[src/aqg_pkg.sv]
package aqg_pkg;

    // Width of every coordinate, in the configuration and in the step requests.
    localparam int COORD_WIDTH = 16;
    localparam int CFG_INDEX_WIDTH = 3;

    typedef logic signed [COORD_WIDTH-1:0] coord_t;

    // Configuration register indexes.
    typedef enum logic [CFG_INDEX_WIDTH-1:0] {
        CFG_START_X  = 3'd0,
        CFG_START_Y  = 3'd1,
        CFG_END_X    = 3'd2,
        CFG_END_Y    = 3'd3,
        CFG_CENTER_X = 3'd4,
        CFG_CENTER_Y = 3'd5
    } cfg_index_t;

    // Quadrant code: bit 0 is x at or right of center, bit 1 is y at or below center.
    typedef enum logic [1:0] {
        Q_TL = 2'd0,
        Q_TR = 2'd1,
        Q_BL = 2'd2,
        Q_BR = 2'd3
    } quad_t;

    typedef struct packed {
        logic   first_step;
        coord_t tl_x;
        coord_t tl_y;
        coord_t tr_x;
        coord_t tr_y;
        coord_t bl_x;
        coord_t bl_y;
        coord_t br_x;
        coord_t br_y;
    } step_req_t;

    typedef struct packed {
        logic draw_tl;
        logic draw_tr;
        logic draw_bl;
        logic draw_br;
    } draw_req_t;

    typedef struct packed {
        logic start_enabled;
        logic end_enabled;
        logic start_done;
        logic end_done;
    } arc_flags_t;

endpackage

[src/arc_quadrant_gate.sv]
// Arc quadrant gate for an ellipse rasterizer.
//
// The step channel (in_valid, in_stall, in_data) takes one request per ellipse
// step carrying the four mirrored points and a first_step bit. The result channel
// (out_valid, out_stall, out_data) returns one request per step with four draw
// flags, in order. The configuration channel (cfg_valid, cfg_ready, cfg_index,
// cfg_data) writes the arc start, end and center registers; cfg_ready is always
// high, and writes are expected only while no step is in flight.
// A step is accepted into an input register, evaluated in one pass of compare
// logic against the configuration and the arc flags, and lands in the result
// register when the evaluation stage moves on. A new step is accepted every cycle,
// limited only by the receiver. When the receiver stalls, the result register
// holds; the input register still takes a request if it is empty, after which
// in_stall rises until the result drains.
// Reset clears both registers' valid bits and the configuration to zero, which
// puts the start and end points in the bottom-right quadrant: the start flag
// comes up disabled and the end flag enabled, both not done.
module arc_quadrant_gate
    import aqg_pkg::*;
(
    input  logic                       clk,
    input  logic                       rst_n,
    input  logic                       in_valid,
    output logic                       in_stall,
    input  step_req_t                  in_data,
    output logic                       out_valid,
    input  logic                       out_stall,
    output draw_req_t                  out_data,
    input  logic                       cfg_valid,
    output logic                       cfg_ready,
    input  logic [CFG_INDEX_WIDTH-1:0] cfg_index,
    input  logic [COORD_WIDTH-1:0]     cfg_data
);

    // Configuration registers.
    coord_t start_x_reg, start_y_reg, end_x_reg, end_y_reg, center_x_reg, center_y_reg;

    // Pipeline registers.
    logic       in_valid_reg;
    step_req_t  in_data_reg;
    logic       out_valid_reg;
    draw_req_t  out_data_reg;

    // Arc tracking flags, carried from one step to the next.
    arc_flags_t flags_reg;
    arc_flags_t flags_next;
    arc_flags_t flags_init;

    draw_req_t  draw_next;
    logic       advance;
    logic       in_load;

    quad_t      sq;
    quad_t      eq;
    logic [3:0] full;
    logic       slice;
    logic       wide;
    logic [3:0] draw;
    logic       cfg_write;

    assign cfg_ready = 1'b1;
    assign cfg_write = cfg_valid && cfg_ready;

    // The evaluation stage moves on whenever the result register is free or drains.
    assign advance   = !out_valid_reg || !out_stall;
    // The input register takes a new request when it is empty or its step moves on.
    assign in_load   = !in_valid_reg || advance;
    assign in_stall  = in_valid_reg && !advance;
    assign out_valid = out_valid_reg;
    assign out_data  = out_data_reg;

    always_ff @(posedge clk or negedge rst_n)
    begin
        if (!rst_n)
        begin
            start_x_reg  <= '0;
            start_y_reg  <= '0;
            end_x_reg    <= '0;
            end_y_reg    <= '0;
            center_x_reg <= '0;
            center_y_reg <= '0;
        end
        else if (cfg_write)
        begin
            unique case (cfg_index)
                CFG_START_X:  start_x_reg  <= coord_t'(cfg_data);
                CFG_START_Y:  start_y_reg  <= coord_t'(cfg_data);
                CFG_END_X:    end_x_reg    <= coord_t'(cfg_data);
                CFG_END_Y:    end_y_reg    <= coord_t'(cfg_data);
                CFG_CENTER_X: center_x_reg <= coord_t'(cfg_data);
                CFG_CENTER_Y: center_y_reg <= coord_t'(cfg_data);
                default:      ;
            endcase
        end
    end

    // Quadrants of the start and end points follow the configuration directly.
    always_comb
    begin
        sq = quad_t'({start_y_reg >= center_y_reg, start_x_reg >= center_x_reg});
        eq = quad_t'({end_y_reg >= center_y_reg, end_x_reg >= center_x_reg});
    end

    // Quadrants swept whole by the counter-clockwise arc, and the one-quadrant case.
    always_comb
    begin
        full  = 4'b0000;
        slice = 1'b0;
        wide  = 1'b0;
        if (sq != eq)
        begin
            unique case ({sq, eq})
                {Q_TL, Q_TR}: full = 4'b1100;
                {Q_TL, Q_BR}: full = 4'b0100;
                {Q_TR, Q_BL}: full = 4'b0001;
                {Q_TR, Q_BR}: full = 4'b0101;
                {Q_BL, Q_TL}: full = 4'b1010;
                {Q_BL, Q_TR}: full = 4'b1000;
                {Q_BR, Q_TL}: full = 4'b0010;
                {Q_BR, Q_BL}: full = 4'b0011;
                default:      full = 4'b0000;
            endcase
        end
        else if (start_x_reg == end_x_reg && start_y_reg == end_y_reg)
        begin
            full = 4'b1111;
        end
        else
        begin
            // Start and end share a quadrant: the arc either goes almost all the
            // way around, or stays inside that quadrant as a thin slice.
            unique case (sq)
                Q_TL: wide = (start_x_reg < end_x_reg) || (start_y_reg > end_y_reg);
                Q_TR: wide = (start_x_reg < end_x_reg) || (start_y_reg < end_y_reg);
                Q_BL: wide = (start_x_reg > end_x_reg) || (start_y_reg > end_y_reg);
                Q_BR: wide = (start_x_reg > end_x_reg) || (start_y_reg < end_y_reg);
                default: wide = 1'b0;
            endcase
            if (wide)
            begin
                full = 4'b1111;
                full[sq] = 1'b0;
            end
            else
            begin
                slice = 1'b1;
            end
        end
    end

    // Flag update for the step held in the input register.
    always_comb
    begin
        flags_init = flags_reg;
        if (in_data_reg.first_step)
        begin
            flags_init.start_enabled = (sq == Q_TR) || (sq == Q_BL);
            flags_init.end_enabled   = (eq == Q_TL) || (eq == Q_BR);
            flags_init.start_done    = 1'b0;
            flags_init.end_done      = 1'b0;
        end

        flags_next = flags_init;
        if (!flags_init.start_done)
        begin
            if (!flags_init.start_enabled)
            begin
                // The arc enters its start quadrant once the point sweeps past start.
                if ((sq == Q_TL && in_data_reg.tl_x <= start_x_reg
                        && in_data_reg.tl_y >= start_y_reg)
                    || (sq == Q_BR && in_data_reg.br_x >= start_x_reg
                        && in_data_reg.br_y <= start_y_reg))
                begin
                    flags_next.start_enabled = 1'b1;
                    flags_next.start_done    = 1'b1;
                end
            end
            else if ((sq == Q_TR && (in_data_reg.tr_x > start_x_reg
                        || in_data_reg.tr_y > start_y_reg))
                    || (sq == Q_BL && (in_data_reg.bl_x < start_x_reg
                        || in_data_reg.bl_y < start_y_reg)))
            begin
                flags_next.start_enabled = 1'b0;
                flags_next.start_done    = 1'b1;
            end
        end

        if (!flags_init.end_done)
        begin
            if (flags_init.end_enabled)
            begin
                if ((eq == Q_TL && (in_data_reg.tl_x < end_x_reg
                        || in_data_reg.tl_y > end_y_reg))
                    || (eq == Q_BR && (in_data_reg.br_x > end_x_reg
                        || in_data_reg.br_y < end_y_reg)))
                begin
                    flags_next.end_enabled = 1'b0;
                    flags_next.end_done    = 1'b1;
                end
            end
            else if ((eq == Q_TR && in_data_reg.tr_x >= end_x_reg
                        && in_data_reg.tr_y >= end_y_reg)
                    || (eq == Q_BL && in_data_reg.bl_x <= end_x_reg
                        && in_data_reg.bl_y <= end_y_reg))
            begin
                flags_next.end_enabled = 1'b1;
                flags_next.end_done    = 1'b1;
            end
        end
    end

    // Draw flags: whole quadrants, plus the partial start and end quadrants.
    always_comb
    begin
        draw = full;
        if (sq != eq)
        begin
            if (flags_next.start_enabled)
            begin
                draw[sq] = 1'b1;
            end
            if (flags_next.end_enabled)
            begin
                draw[eq] = 1'b1;
            end
        end
        else if (slice)
        begin
            if (flags_next.start_enabled && flags_next.end_enabled)
            begin
                draw[sq] = 1'b1;
            end
        end
        else if (flags_next.start_enabled || flags_next.end_enabled)
        begin
            draw[sq] = 1'b1;
        end

        // When left and right coincide, the right-hand point would be drawn twice.
        if (in_data_reg.tl_x == in_data_reg.tr_x)
        begin
            if (draw[Q_TL] && draw[Q_TR])
            begin
                draw[Q_TR] = 1'b0;
            end
            if (draw[Q_BL] && draw[Q_BR])
            begin
                draw[Q_BR] = 1'b0;
            end
        end

        draw_next.draw_tl = draw[Q_TL];
        draw_next.draw_tr = draw[Q_TR];
        draw_next.draw_bl = draw[Q_BL];
        draw_next.draw_br = draw[Q_BR];
    end

    always_ff @(posedge clk or negedge rst_n)
    begin
        if (!rst_n)
        begin
            in_valid_reg  <= 1'b0;
            out_valid_reg <= 1'b0;
            flags_reg     <= '{start_enabled: 1'b0, end_enabled: 1'b1,
                               start_done: 1'b0, end_done: 1'b0};
        end
        else
        begin
            if (in_load)
            begin
                in_valid_reg <= in_valid;
            end
            if (advance)
            begin
                out_valid_reg <= in_valid_reg;
                if (in_valid_reg)
                begin
                    flags_reg <= flags_next;
                end
            end
        end
    end

    always_ff @(posedge clk)
    begin
        if (in_load)
        begin
            in_data_reg <= in_data;
        end
        if (advance && in_valid_reg)
        begin
            out_data_reg <= draw_next;
        end
    end

    // The input side stalls only when both registers are full and the receiver waits.
    assert property (@(posedge clk) disable iff (!rst_n)
        in_stall |-> (in_valid_reg && out_valid_reg && out_stall))
        else $error("input stalled while the pipeline had room");

    // A new result appears only when a step sat in the input register.
    assert property (@(posedge clk) disable iff (!rst_n)
        $rose(out_valid_reg) |-> $past(in_valid_reg))
        else $error("result produced without a step");

    // The arc flags change only when a step moves through evaluation.
    assert property (@(posedge clk) disable iff (!rst_n)
        !(advance && in_valid_reg) |=> $stable(flags_reg))
        else $error("arc flags changed without a step");

endmodule
[config.mk]
export PLATFORM = sky130hd
export DESIGN_NAME = arc_quadrant_gate
export DESIGN_NICKNAME = d
export VERILOG_FILES = /design/src/aqg_pkg.sv /design/src/arc_quadrant_gate.sv
export SDC_FILE = /design/constraint.sdc
export NUM_CORES = 1
export LEC_CHECK = 0
export BUFFER_PORTS_ARGS = -buffer_cell sky130_fd_sc_hd__buf_2
export CORE_MARGIN = 5
export CORE_UTILIZATION = 55
export CTS_CLUSTER_SIZE = 14
export DETAILED_ROUTE_END_ITERATION = 7
export GPL_TIMING_DRIVEN = 0
export PLACE_DENSITY = 0.78
export SETUP_SLACK_MARGIN = 0.05
export SLEW_MARGIN = 20
export SYNTH_ARGS = -nofsm -noshare
export SYNTH_HDL_FRONTEND = slang
export SYNTH_SLANG_ARGS = --single-unit
[constraint.sdc]
create_clock -name clk -period 4.6 [get_ports clk]
set_input_delay 0.46 -clock clk [delete_from_list [all_inputs] [get_ports clk]]
set_output_delay 0.46 -clock clk [all_outputs]
set_load 0.1 [all_outputs]
==> impl_metrics.ini <==
[finish]
postLayoutCoreUtil_pct = 65.0
antenna_cells = 0
finalNonFillerCells = 2164
layout_common_cells = 351 x ha_1, 157 x buf_2, 133 x edfxtp_1, 132 x inv_1, 115 x nand2_1
area_growth_pct = 16.1
final_common_cell = ha_1
finalNetCount = 2263
drive_above_1_share_pct = 18.1
largest_reg_flops = 129

[synthesis]
synth_ff_type = edfxtp_1
synth_edf_count = 133
syn-num-nets = 2054
ys_seq_area_share_pct = 39.4
syn_inst = 1545
synth_warnings = 0
synth_cell_types = 82
syn-cell-area_um2 = 16600
synth-seq-cells = 235
synth.avg_cell_area_um2 = 10.8
synth-async-reset-ratio_pct = 43.4

[clock_network]
root_buffer = clkbuf_16
cts_tree = yes
insertion_delay_ps = 550
path_clk_slew_ps = 60
cts_buffers = 27
clock-sinks = 235
htreeDepth = 1
clock_path_buffers = 3

[timing]
tightest_slew_ps = 1090
drv_slew = 0
finalCriticalPeriod_ps = 4430
max_slew_margin_pct = 26.1
hold_viol = 0
setup_viol = 0
max_freq_mhz = 226
skew_ps = 7.89
rsz0062_at_grt = yes
finalCritPeriodShare_pct = 96.2
worst_slack_ps = 173

[critical_path]
worst-endpoint-required_ps = 4980
worstPathCellList = ha_1, a21oi_2, nor2b_1, or4b_1, or4_1, and2_4, buf_4, ha_1, mux2i_2, a31oi_1, o221ai_1, a21oi_1, o21ai_2, a211o_1, a21boi_4, buf_4, a21boi_1, o211a_1, a211oi_2
path_delay_family = compound AO/OA/AOI/OAI gates
r2r-start = start_x_reg[13]
critical_path.endpoint_type = flop
critPathBufInv = 2
worstPathMaxFanout = 11
startpoint_type = flop
crit_arrival_ps = 4810
crit_start = start_x_reg[13]
worstSetupPathType = reg2reg
cp_slowest_cell = or4b_1
slowest_delay_ps = 450

[placed_design]
gp_congestion = 0.933
port_buffers = 158
place_hpwl_um = 37300
pre_cts_ws_ps = -588
dp.cells = 2096

[die]
io_pins = 160
dieWidth_um = 184
die_area_um2 = 33800
rows = 63
coreArea_um2 = 29700
die_h_um = 184
initial_core_util_pct = 56.0

[routing]
wl_um = 46600
ant_nets = 0
vias_per_cell = 6.24
firstDrtPassIters = 6
drtIter0Drc = 1056
vias = 13500
drcViolationCount = 0
wl_per_cell_um = 21.5

[run]
drv_cap = 0

[pwr]
fin_total_pwr_uw = 9600
vdd_drop_max_mv = 0.668
leakage_uw = 0.00882
power_density_nw_per_um2 = 497

[grt]
grt_pass1_wl_um = 71900
grt_max_degree = 59
grt_pass1_vias = 13900
overflow = 0
grt_usage_pct = 26.9
antenna_found_initial = 0

[status]
status = complete, no violations

[hold_path]
hp-class = in2reg
min-delay-start = in_data[5]
==> worst paths after layout <==
check	slack [ps]	cells past startpoint	endpoint
max	170	19	out_data[0]
min	80	1	in_data_reg[5]
max reg2reg	170	19	out_data[0]
min reg2reg	500	1	flags_reg[1]
max in group asynchronous	3560	3	start_y_reg[13]
min in group asynchronous	410	2	end_x_reg[0]
==> metal layers <==
layer | GRT usage [%] | vias up | share of wire (%)
li1 | - | 6299 | -
met1 | 34.5 | 6480 | 41
met2 | 44.1 | 573 | 47
met3 | 5.26 | 151 | 6.9
met4 | 12.7 | 0 | 5.1
met5 | 0 | - | 0
==> area by class of cell <==
| cell class | instances | area (um^2) |
|---|---|---|
| clock buffers | 30 | 701 |
| clock inverters | 19 | 245 |
| well taps | 390 | 488 |
| fillers | 2250 | 10400 |
| inverters | 140 | 529 |
| repair buffers | 180 | 1020 |
| multi-input cells | 1152 | 9700 |
| plain buffers | 18 | 82.6 |
| flip-flops and latches | 235 | 6550 |
==> what timing repair did <==
item	4_1_cts	5_1_grt
setup buffers	6	12
setup endpoints to repair	5	4
pin swaps	7	10
resized for setup	23	25
hold endpoints to repair	43	0
hold buffers	1	0
==> cells by family after synthesis <==
group | after synthesis | synth area share [%]
buffers and inverters | 158 | 3.60
adder cells (fa/ha/maj) | 358 | 26.9
AND/OR/NAND/NOR | 347 | 11.0
flip-flops | 235 | 39.4
multiplexers | 47 | 3.14
XOR/XNOR | 18 | 0.948
AO/OA/AOI/OAI | 381 | 15.0
other | 1 | 0.0225
==> power breakdown <==
part           switching (uW)  total, uW  internal [uW]
registers                 269       2860           2600
logic                    2600       4460           1860
clock network             893       2280           1380
==> Yosys cell counts (all sizes together), types with 3 or more instances <==
library cell / n / area (um^2)
mux2: 39 / 439
a221o: 3 / 30.0
a21o: 32 / 240
o311ai: 3 / 33.8
o21a: 14 / 105
o221ai: 6 / 52.6
a211o: 12 / 105
nor4: 14 / 87.6
and4: 8 / 70.1
dfrtp: 101 / 2530
a2111oi: 6 / 71.3
or4: 5 / 37.5
a22o: 4 / 35.0
xor2: 16 / 140
nand4b: 4 / 35.0
nand2: 117 / 442
nor4b: 5 / 58.8
and2: 5 / 33.8
o22ai: 6 / 37.5
o32ai: 3 / 45.1
buf: 3 / 17.5
nand3: 30 / 150
a31oi: 12 / 75.1
o21bai: 3 / 22.5
nand2b: 18 / 113
nor3: 8 / 40.0
a21boi: 5 / 48.8
o211a: 3 / 30.0
nor2: 38 / 143
and3: 5 / 36.3
a221oi: 5 / 50.0
inv: 140 / 526
a21oi: 100 / 512
mux2i: 8 / 83.8
nand4: 61 / 382
edfxtp: 133 / 3990
ha: 356 / 4450
a211oi: 20 / 150
clkbuf: 15 / 56.3
o2111ai: 3 / 26.3
o211ai: 17 / 133
o31ai: 6 / 45.0
nor2b: 18 / 113
o21ai: 106 / 531
==> through the flow <==
| step | setup TNS (ps) | cell area (um^2) | hold slack, ps |
|---|---|---|---|
| 2_1_floorplan | 0 | 16600 | 164 |
| 3_3_place_gp | -1250 | 17900 | 470 |
| 3_5_place_dp | -1980 | 18000 | 428 |
| 4_1_cts | 0 | 19100 | 58.7 |
| 5_1_grt | 0 | 19300 | 64.4 |
| 6_report | 0 | 19300 | 83.0 |
No activity file was read; power rests on OpenSTA's default activity.
